## config.mk

```make
export PLATFORM = sky130hd
export DESIGN_NAME = multi_method_check_code_engine_core
export DESIGN_NICKNAME = d
export VERILOG_FILES = /design/src/hdl/cmce_pkg.sv /design/src/hdl/cmce_front.sv /design/src/hdl/cmce_queue.sv /design/src/hdl/cmce_back.sv /design/src/hdl/multi_method_check_code_engine_core.sv
export SDC_FILE = /design/constraint.sdc
export NUM_CORES = 1
export LEC_CHECK = 0
export ABC_AREA = 1
export BUFFER_PORTS_ARGS = -buffer_cell sky130_fd_sc_hd__buf_2
export CAP_MARGIN = 10
export CORE_UTILIZATION = 50
export DETAILED_ROUTE_END_ITERATION = 10
export PLACE_DENSITY_LB_ADDON = 0.12
export SLEW_MARGIN = 15
export SYNTH_ARGS = -nofsm -noshare
export SYNTH_HDL_FRONTEND = slang
export SYNTH_HIERARCHICAL = 1
export SYNTH_SLANG_ARGS = --single-unit
export TNS_END_PERCENT = 100
```

## constraint.sdc

```tcl
create_clock -name i_clk -period 4.77 [get_ports i_clk]
set_clock_uncertainty 0.05 [all_clocks]
set_input_delay 0.477 -clock i_clk [delete_from_list [all_inputs] [get_ports i_clk]]
set_output_delay 0.477 -clock i_clk [all_outputs]
set_load 0.1 [all_outputs]
```

## src/hdl/cmce_pkg.sv

```systemverilog
package cmce_pkg;

    localparam logic [15:0] CRC_INIT = 16'hFFFF;
    localparam logic [15:0] CRC_POLY = 16'hA001;
    localparam logic [15:0] BITPOS_INIT = 16'h0001;
    localparam logic [7:0]  LRC_MASK = 8'hFF;

    localparam int unsigned METHOD_W = 3;

    localparam logic [METHOD_W-1:0] METHOD_CRC16  = 3'd0;
    localparam logic [METHOD_W-1:0] METHOD_PARITY = 3'd1;
    localparam logic [METHOD_W-1:0] METHOD_INET   = 3'd2;
    localparam logic [METHOD_W-1:0] METHOD_LRC    = 3'd3;
    localparam logic [METHOD_W-1:0] METHOD_BITSIG = 3'd4;

    // One queued message item: a byte, an end marker, or both.
    typedef struct packed {
        logic [7:0] data_byte;
        logic       byte_present;
        logic       end_of_message;
    } t_item;

endpackage

```

## src/hdl/cmce_front.sv

```systemverilog
module cmce_front (
    input  logic               s_axis_tvalid,
    output logic               s_axis_tready,
    input  logic [7:0]         s_axis_tdata,
    input  logic               s_axis_tuser,
    input  logic               s_axis_tlast,
    input  logic               i_queue_full,
    output logic               o_push,
    output cmce_pkg::t_item    o_item
);

    logic w_accept;

    assign s_axis_tready = !i_queue_full;
    assign w_accept      = s_axis_tvalid && !i_queue_full;

    // A beat with neither a byte nor an end marker changes nothing, so it is
    // taken here and never reaches the queue.
    assign o_push = w_accept && (s_axis_tuser || s_axis_tlast);

    assign o_item.data_byte      = s_axis_tdata;
    assign o_item.byte_present   = s_axis_tuser;
    assign o_item.end_of_message = s_axis_tlast;

endmodule

```

## src/hdl/cmce_queue.sv

```systemverilog
module cmce_queue #(
    parameter int unsigned DEPTH = 4
) (
    input  logic            i_clk,
    input  logic            i_rst_n,
    input  logic            i_push,
    input  cmce_pkg::t_item i_item,
    output logic            o_full,
    input  logic            i_pop,
    output logic            o_empty,
    output cmce_pkg::t_item o_item
);

    localparam int unsigned ADDR_W  = (DEPTH > 1) ? $clog2(DEPTH) : 1;
    localparam int unsigned COUNT_W = $clog2(DEPTH + 1);
    localparam logic [ADDR_W-1:0]  LAST_ADDR = ADDR_W'(DEPTH - 1);
    localparam logic [COUNT_W-1:0] FULL_COUNT = COUNT_W'(DEPTH);

    cmce_pkg::t_item    r_mem [DEPTH];
    logic [ADDR_W-1:0]  r_wr_ptr, n_wr_ptr;
    logic [ADDR_W-1:0]  r_rd_ptr, n_rd_ptr;
    logic [COUNT_W-1:0] r_count, n_count;
    logic               w_push, w_pop;

    assign o_full  = (r_count == FULL_COUNT);
    assign o_empty = (r_count == '0);
    assign o_item  = r_mem[r_rd_ptr];

    assign w_push = i_push && !o_full;
    assign w_pop  = i_pop && !o_empty;

    always_comb begin
        n_wr_ptr = r_wr_ptr;
        n_rd_ptr = r_rd_ptr;
        n_count  = r_count;
        if (w_push) begin
            n_wr_ptr = (r_wr_ptr == LAST_ADDR) ? '0 : r_wr_ptr + ADDR_W'(1);
        end
        if (w_pop) begin
            n_rd_ptr = (r_rd_ptr == LAST_ADDR) ? '0 : r_rd_ptr + ADDR_W'(1);
        end
        if (w_push && !w_pop) begin
            n_count = r_count + COUNT_W'(1);
        end else if (w_pop && !w_push) begin
            n_count = r_count - COUNT_W'(1);
        end
    end

    always_ff @(posedge i_clk) begin
        if (!i_rst_n) begin
            r_wr_ptr <= '0;
            r_rd_ptr <= '0;
            r_count  <= '0;
        end else begin
            r_wr_ptr <= n_wr_ptr;
            r_rd_ptr <= n_rd_ptr;
            r_count  <= n_count;
        end
    end

    always_ff @(posedge i_clk) begin
        if (w_push) begin
            r_mem[r_wr_ptr] <= i_item;
        end
    end

endmodule

```

## src/hdl/cmce_back.sv

```systemverilog
module cmce_back (
    input  logic                             i_clk,
    input  logic                             i_rst_n,
    input  logic                             i_cfg_wr_en,
    input  logic [cmce_pkg::METHOD_W-1:0]    i_cfg_wr_data,
    input  logic                             i_queue_empty,
    input  cmce_pkg::t_item                  i_item,
    output logic                             o_pop,
    output logic                             m_axis_tvalid,
    input  logic                             m_axis_tready,
    output logic [15:0]                      m_axis_tdata
);

    logic [cmce_pkg::METHOD_W-1:0] r_method;

    logic [15:0] r_crc, n_crc;
    logic        r_parity, n_parity;
    logic [15:0] r_csum, n_csum;
    logic [7:0]  r_held, n_held;
    logic        r_odd, n_odd;
    logic [7:0]  r_lrc, n_lrc;
    logic [15:0] r_sig, n_sig;
    logic [15:0] r_bitpos, n_bitpos;

    logic        r_out_valid;
    logic [15:0] r_out_data;

    logic [7:0]  w_byte;
    logic        w_present;
    logic [15:0] w_csum_addend;
    logic [16:0] w_csum_raw;
    logic [15:0] w_csum_sum;
    logic [15:0] w_result;

    assign w_byte    = i_item.data_byte;
    assign w_present = i_item.byte_present;

    // An end beat may only leave the queue when the output register frees up.
    assign o_pop = !i_queue_empty
        && (!i_item.end_of_message || !r_out_valid || m_axis_tready);

    // One ones' complement adder serves both a completed byte pair and the
    // closing add of an odd trailing byte.
    always_comb begin
        if (w_present) begin
            w_csum_addend = r_odd ? {w_byte, r_held} : {8'h00, w_byte};
        end else begin
            w_csum_addend = r_odd ? {8'h00, r_held} : 16'h0000;
        end
        w_csum_raw = {1'b0, r_csum} + {1'b0, w_csum_addend};
        w_csum_sum = w_csum_raw[15:0] + {15'd0, w_csum_raw[16]};
    end

    always_comb begin
        logic [15:0] v_crc;
        v_crc    = r_crc ^ {8'h00, w_byte};
        n_sig    = r_sig;
        n_crc    = r_crc;
        n_parity = r_parity;
        n_csum   = r_csum;
        n_held   = r_held;
        n_odd    = r_odd;
        n_lrc    = r_lrc;
        n_bitpos = r_bitpos;
        if (w_present) begin
            for (int k = 0; k < 8; k++) begin
                v_crc = v_crc[0] ? ((v_crc >> 1) ^ cmce_pkg::CRC_POLY) : (v_crc >> 1);
            end
            for (int k = 0; k < 8; k++) begin
                if (w_byte[k]) begin
                    n_sig = n_sig ^ (r_bitpos + 16'(k));
                end
            end
            n_crc    = v_crc;
            n_parity = r_parity ^ (^w_byte);
            n_bitpos = r_bitpos + 16'd8;
            n_lrc    = r_lrc ^ w_byte;
            if (r_odd) begin
                n_csum = w_csum_sum;
                n_held = 8'h00;
                n_odd  = 1'b0;
            end else begin
                n_held = w_byte;
                n_odd  = 1'b1;
            end
        end
    end

    always_comb begin
        unique case (r_method)
            cmce_pkg::METHOD_CRC16:  w_result = n_crc;
            cmce_pkg::METHOD_PARITY: w_result = {15'd0, n_parity};
            cmce_pkg::METHOD_INET:   w_result = ~w_csum_sum;
            cmce_pkg::METHOD_LRC:    w_result = {n_lrc, n_lrc ^ cmce_pkg::LRC_MASK};
            cmce_pkg::METHOD_BITSIG: w_result = n_sig;
            default:                 w_result = 16'h0000;
        endcase
    end

    always_ff @(posedge i_clk) begin
        if (!i_rst_n) begin
            r_method    <= cmce_pkg::METHOD_CRC16;
            r_crc       <= cmce_pkg::CRC_INIT;
            r_parity    <= 1'b0;
            r_csum      <= 16'h0000;
            r_held      <= 8'h00;
            r_odd       <= 1'b0;
            r_lrc       <= 8'h00;
            r_sig       <= 16'h0000;
            r_bitpos    <= cmce_pkg::BITPOS_INIT;
            r_out_valid <= 1'b0;
        end else begin
            if (i_cfg_wr_en) begin
                r_method <= i_cfg_wr_data;
            end
            if (o_pop) begin
                if (i_item.end_of_message) begin
                    r_crc    <= cmce_pkg::CRC_INIT;
                    r_parity <= 1'b0;
                    r_csum   <= 16'h0000;
                    r_held   <= 8'h00;
                    r_odd    <= 1'b0;
                    r_lrc    <= 8'h00;
                    r_sig    <= 16'h0000;
                    r_bitpos <= cmce_pkg::BITPOS_INIT;
                end else begin
                    r_crc    <= n_crc;
                    r_parity <= n_parity;
                    r_csum   <= n_csum;
                    r_held   <= n_held;
                    r_odd    <= n_odd;
                    r_lrc    <= n_lrc;
                    r_sig    <= n_sig;
                    r_bitpos <= n_bitpos;
                end
            end
            if (o_pop && i_item.end_of_message) begin
                r_out_valid <= 1'b1;
            end else if (m_axis_tready) begin
                r_out_valid <= 1'b0;
            end
        end
    end

    always_ff @(posedge i_clk) begin
        if (o_pop && i_item.end_of_message) begin
            r_out_data <= w_result;
        end
    end

    assign m_axis_tvalid = r_out_valid;
    assign m_axis_tdata  = r_out_data;

endmodule

```

## src/hdl/multi_method_check_code_engine_core.sv

```systemverilog
// Path: an accepted end beat is written into the queue; once the beats ahead
// of it have left, it is popped and its result is registered for output.
// Throughput: one input beat per cycle while the queue is not full; the back
// end computes a byte's eight CRC rounds and bit signature combinationally.
// Reset: synchronous, active low; clears the queue, the output valid flag and
// the running checks, and selects the CRC-16 method.
module multi_method_check_code_engine_core #(
    parameter int unsigned QUEUE_DEPTH = 4
) (
    input  logic                          i_clk,
    input  logic                          i_rst_n,
    input  logic                          i_cfg_wr_en,
    input  logic [cmce_pkg::METHOD_W-1:0] i_cfg_wr_data,
    input  logic                          s_axis_tvalid,
    output logic                          s_axis_tready,
    input  logic [7:0]                    s_axis_tdata,  // [7:0] data_byte
    input  logic                          s_axis_tuser,  // [0] byte_present
    input  logic                          s_axis_tlast,
    output logic                          m_axis_tvalid,
    input  logic                          m_axis_tready,
    output logic [15:0]                   m_axis_tdata   // [15:0] check_code
);

    logic            w_push;
    logic            w_full;
    logic            w_pop;
    logic            w_empty;
    cmce_pkg::t_item w_front_item;
    cmce_pkg::t_item w_back_item;

    cmce_front u_front (
        .s_axis_tvalid (s_axis_tvalid),
        .s_axis_tready (s_axis_tready),
        .s_axis_tdata  (s_axis_tdata),
        .s_axis_tuser  (s_axis_tuser),
        .s_axis_tlast  (s_axis_tlast),
        .i_queue_full  (w_full),
        .o_push        (w_push),
        .o_item        (w_front_item)
    );

    cmce_queue #(
        .DEPTH (QUEUE_DEPTH)
    ) u_queue (
        .i_clk   (i_clk),
        .i_rst_n (i_rst_n),
        .i_push  (w_push),
        .i_item  (w_front_item),
        .o_full  (w_full),
        .i_pop   (w_pop),
        .o_empty (w_empty),
        .o_item  (w_back_item)
    );

    cmce_back u_back (
        .i_clk         (i_clk),
        .i_rst_n       (i_rst_n),
        .i_cfg_wr_en   (i_cfg_wr_en),
        .i_cfg_wr_data (i_cfg_wr_data),
        .i_queue_empty (w_empty),
        .i_item        (w_back_item),
        .o_pop         (w_pop),
        .m_axis_tvalid (m_axis_tvalid),
        .m_axis_tready (m_axis_tready),
        .m_axis_tdata  (m_axis_tdata)
    );

endmodule

```

==> impl_metrics.tcl <==
set metrics [dict create \
    synth_top_cell_by_area "dfxtp_1" \
    antenna_found_initial 0 \
    required_ns 4.88 \
    vias 8740 \
    synth_ff_type "dfxtp_1" \
    wl_mm 25.4 \
    cts_tree "done" \
    grt_overflow_total 0 \
    hold_viol_final 0 \
    synth.area.top_cells "dfxtp_1 20%, edfxtp_1 18%, nand2_1 15%" \
    yosysWarnings 6 \
    htreeDepth 4 \
    path_clk_slew_ns 0.08 \
    grt_start_max_net_pins 55 \
    dieArea_um2 19500 \
    worst_slew_pin_slew_ns 1.00 \
    viasPerCell 5.47 \
    cts-buffers-inserted 17 \
    outcome "finished, violations left" \
    ant_nets 0 \
    drv_cap 0 \
    p_per_area_nw_per_um2 701 \
    ctsHoldBuffers 0 \
    setup_tns_ns 0 \
    p_leak_nw 4.44 \
    port_buffers 35 \
    clk_latency_ns 0.44 \
    ys_seq_elements 149 \
    wl_per_cell_um 15.9 \
    placementRows 49 \
    gp_congestion 0.920 \
    antennaDiodeCount 0 \
    synth_area_um2 9460 \
    cts-root-buf "clkbuf_16" \
    fillers 1760 \
    synth_top_area_share_pct 19.7 \
    critPathArrivalTime_ns 4.47 \
    grt_pass1_wl_mm 40.9 \
    syn_inst 1331 \
    grt_use_total_pct 26.9 \
    final_cell_mix "373 x nand2_1, 130 x inv_1, 102 x nor2_1, 98 x a21oi_1, 97 x nand3_1" \
    clk_path_buf_depth 2 \
    finalCoreUtilization_pct 57.4 \
    yosysSeqAreaShare_pct 37.5 \
    final_common_cell "nand2_1" \
    die_w_um 140 \
    violations "DRC" \
    max_freq_mhz 230 \
    core_um2 18300 \
    final_max_slew_viol_count 0 \
    crit_path_start_kind "flop" \
    layout-drive-gt1-share_pct 13.1 \
    drc 1 \
    num_io_pins 36 \
    areaGrowthSynthToFinish_pct 10.9 \
    die_y_um 140 \
    min_path_type "in2reg" \
    synth_nets 1377 \
    period_needed_ns 4.35 \
    cp_max_fo 17 \
    place_hpwl_mm 19.1 \
    critPathKind "reg2reg" \
    initial_core_util_pct 51.8 \
    async_reset_ff_share_pct 0 \
    grt_pass1_vias 7925 \
    setup_violations 0 \
    endpoint_kind "flop" \
    drtIter0Drc 707 \
    avgSynthCellArea_um2 7.11 \
    firstDrtPassIters 9 \
    worst_slack_ns 0.417 \
    nets 1403 \
    clock_sinks 149 \
    dp_slack_ns 0.302 \
    timing.slew.headroom_pct 32.8 \
    vdd_drop_max_uv 491 \
    post-route-period-util_pct 91.3 \
    synth-edff-count 56 \
    ys_types 50 \
]
final cells by class:
class	instances	area (um^2)	share of cell area (%)
clock buffer	17	425	4.06
clock inverter	15	196	1.87
inverter	150	566	5.39
multi-input combinational	976	5090	48.5
sequential	149	3540	33.8
tap	229	287	2.73
timing repair buffer	63	385	3.67
critical path, cell delays in order (launching register included):
cell      delay (ns)
dfxtp_1         0.43
buf_4           0.24
o21ai_0         0.11
o22ai_1         0.32
nand2_1         0.21
nor2_1          0.19
ha_1            0.26
nand2_1         0.12
nor2_1          0.17
and2_1          0.15
nand2_1         0.07
nand2_1         0.08
a21oi_1         0.06
o21bai_1        0.18
ha_1            0.21
ha_1            0.18
nand3_1         0.13
nor2_4          0.18
inv_1           0.07
nor3_2          0.24
xor2_1          0.13
a21boi_0        0.18
o211ai_1        0.12
where the power goes:
part | leakage (nW) | internal [mW] | switching, mW
clock | 0.301 | 0.716 | 0.651
combinational | 2.87 | 1.15 | 3.01
sequential | 1.27 | 1.64 | 0.188
final timing paths:
| check | to | start | slack (ns) | cells after the start |
|---|---|---|---|---|
| worst max register to register | u_back/m_axis_tdata[6] | flop | 0.42 | 22 |
| worst min-delay path | u_queue/r_mem[3][2] | s_axis_tdata[0] | 0.20 | 1 |
| worst max-delay path | u_back/m_axis_tdata[6] | flop | 0.42 | 22 |
| worst min register to register | u_back/r_held[5] | u_back/r_held[5] | 0.42 | 2 |
cells in the mapped netlist (22+ instances only):
library cell,count
inv_1,132
nor2_1,104
edfxtp_1,56
nand3_1,97
clkbuf_1,22
nand4_1,26
xor2_1,26
o21ai_0,81
nand2_1,373
a21oi_1,98
dfxtp_1,93
ha_1,26
repair_timing:
| item | in CTS | in global routing |
|---|---|---|
| setup buffers | 0 | 9 |
| gates resized for setup | 0 | 14 |
| hold endpoints to repair | 0 | 0 |
| endpoints found under the setup margin | 0 | 16 |
flip-flops by register name, summed over array words and instances (netlist names), named ones only:
signal and flops:
u_queue/r_wr_ptr 2, u_back/r_parity 1, u_back/m_axis_tdata 16, u_queue/r_mem 40
u_back/r_held 8, u_back/r_crc 16, u_queue/r_rd_ptr 2, u_back/r_csum 16
u_back/r_odd 1, u_queue/r_count 3, u_back/r_bitpos 14, u_back/r_lrc 8
u_back/r_sig 16, u_back/m_axis_tvalid 1, u_back/r_method 3
per-stage QoR:
stage / cell area [um^2] / std cells / hold WS [ns] / power (mW)
final: 10500 / 1599 / 0.198 / 7.35
after global routing: 10500 / 1599 / 0.182 / 7.84
after CTS: 10400 / 1590 / 0.184 / 7.23
after detailed placement: 9780 / 1558 / 0.409 / 5.85
after global placement: 9780 / 1558 / 0.399 / 5.82
after floorplan: 9460 / 1331 / 0.391 / 4.93
metal layers:
layer	wire length (um)	track usage, %	up-vias
li1	-	-	4425
met1	11700	36.4	4013
met2	11500	43.2	255
met3	1440	3.92	47
met4	725	10.8	0
met5	0	0	-
kinds of logic after synthesis:
logic type / Yosys count / synth area share (%)
simple gates: 667 / 31.0
xor+xnor: 48 / 4.76
mux: 2 / 0.212
buf+inv: 206 / 9.14
flops: 149 / 37.5
fa+ha+maj: 28 / 3.86
compound gates: 231 / 13.5
(Power assumes the default switching activity.)
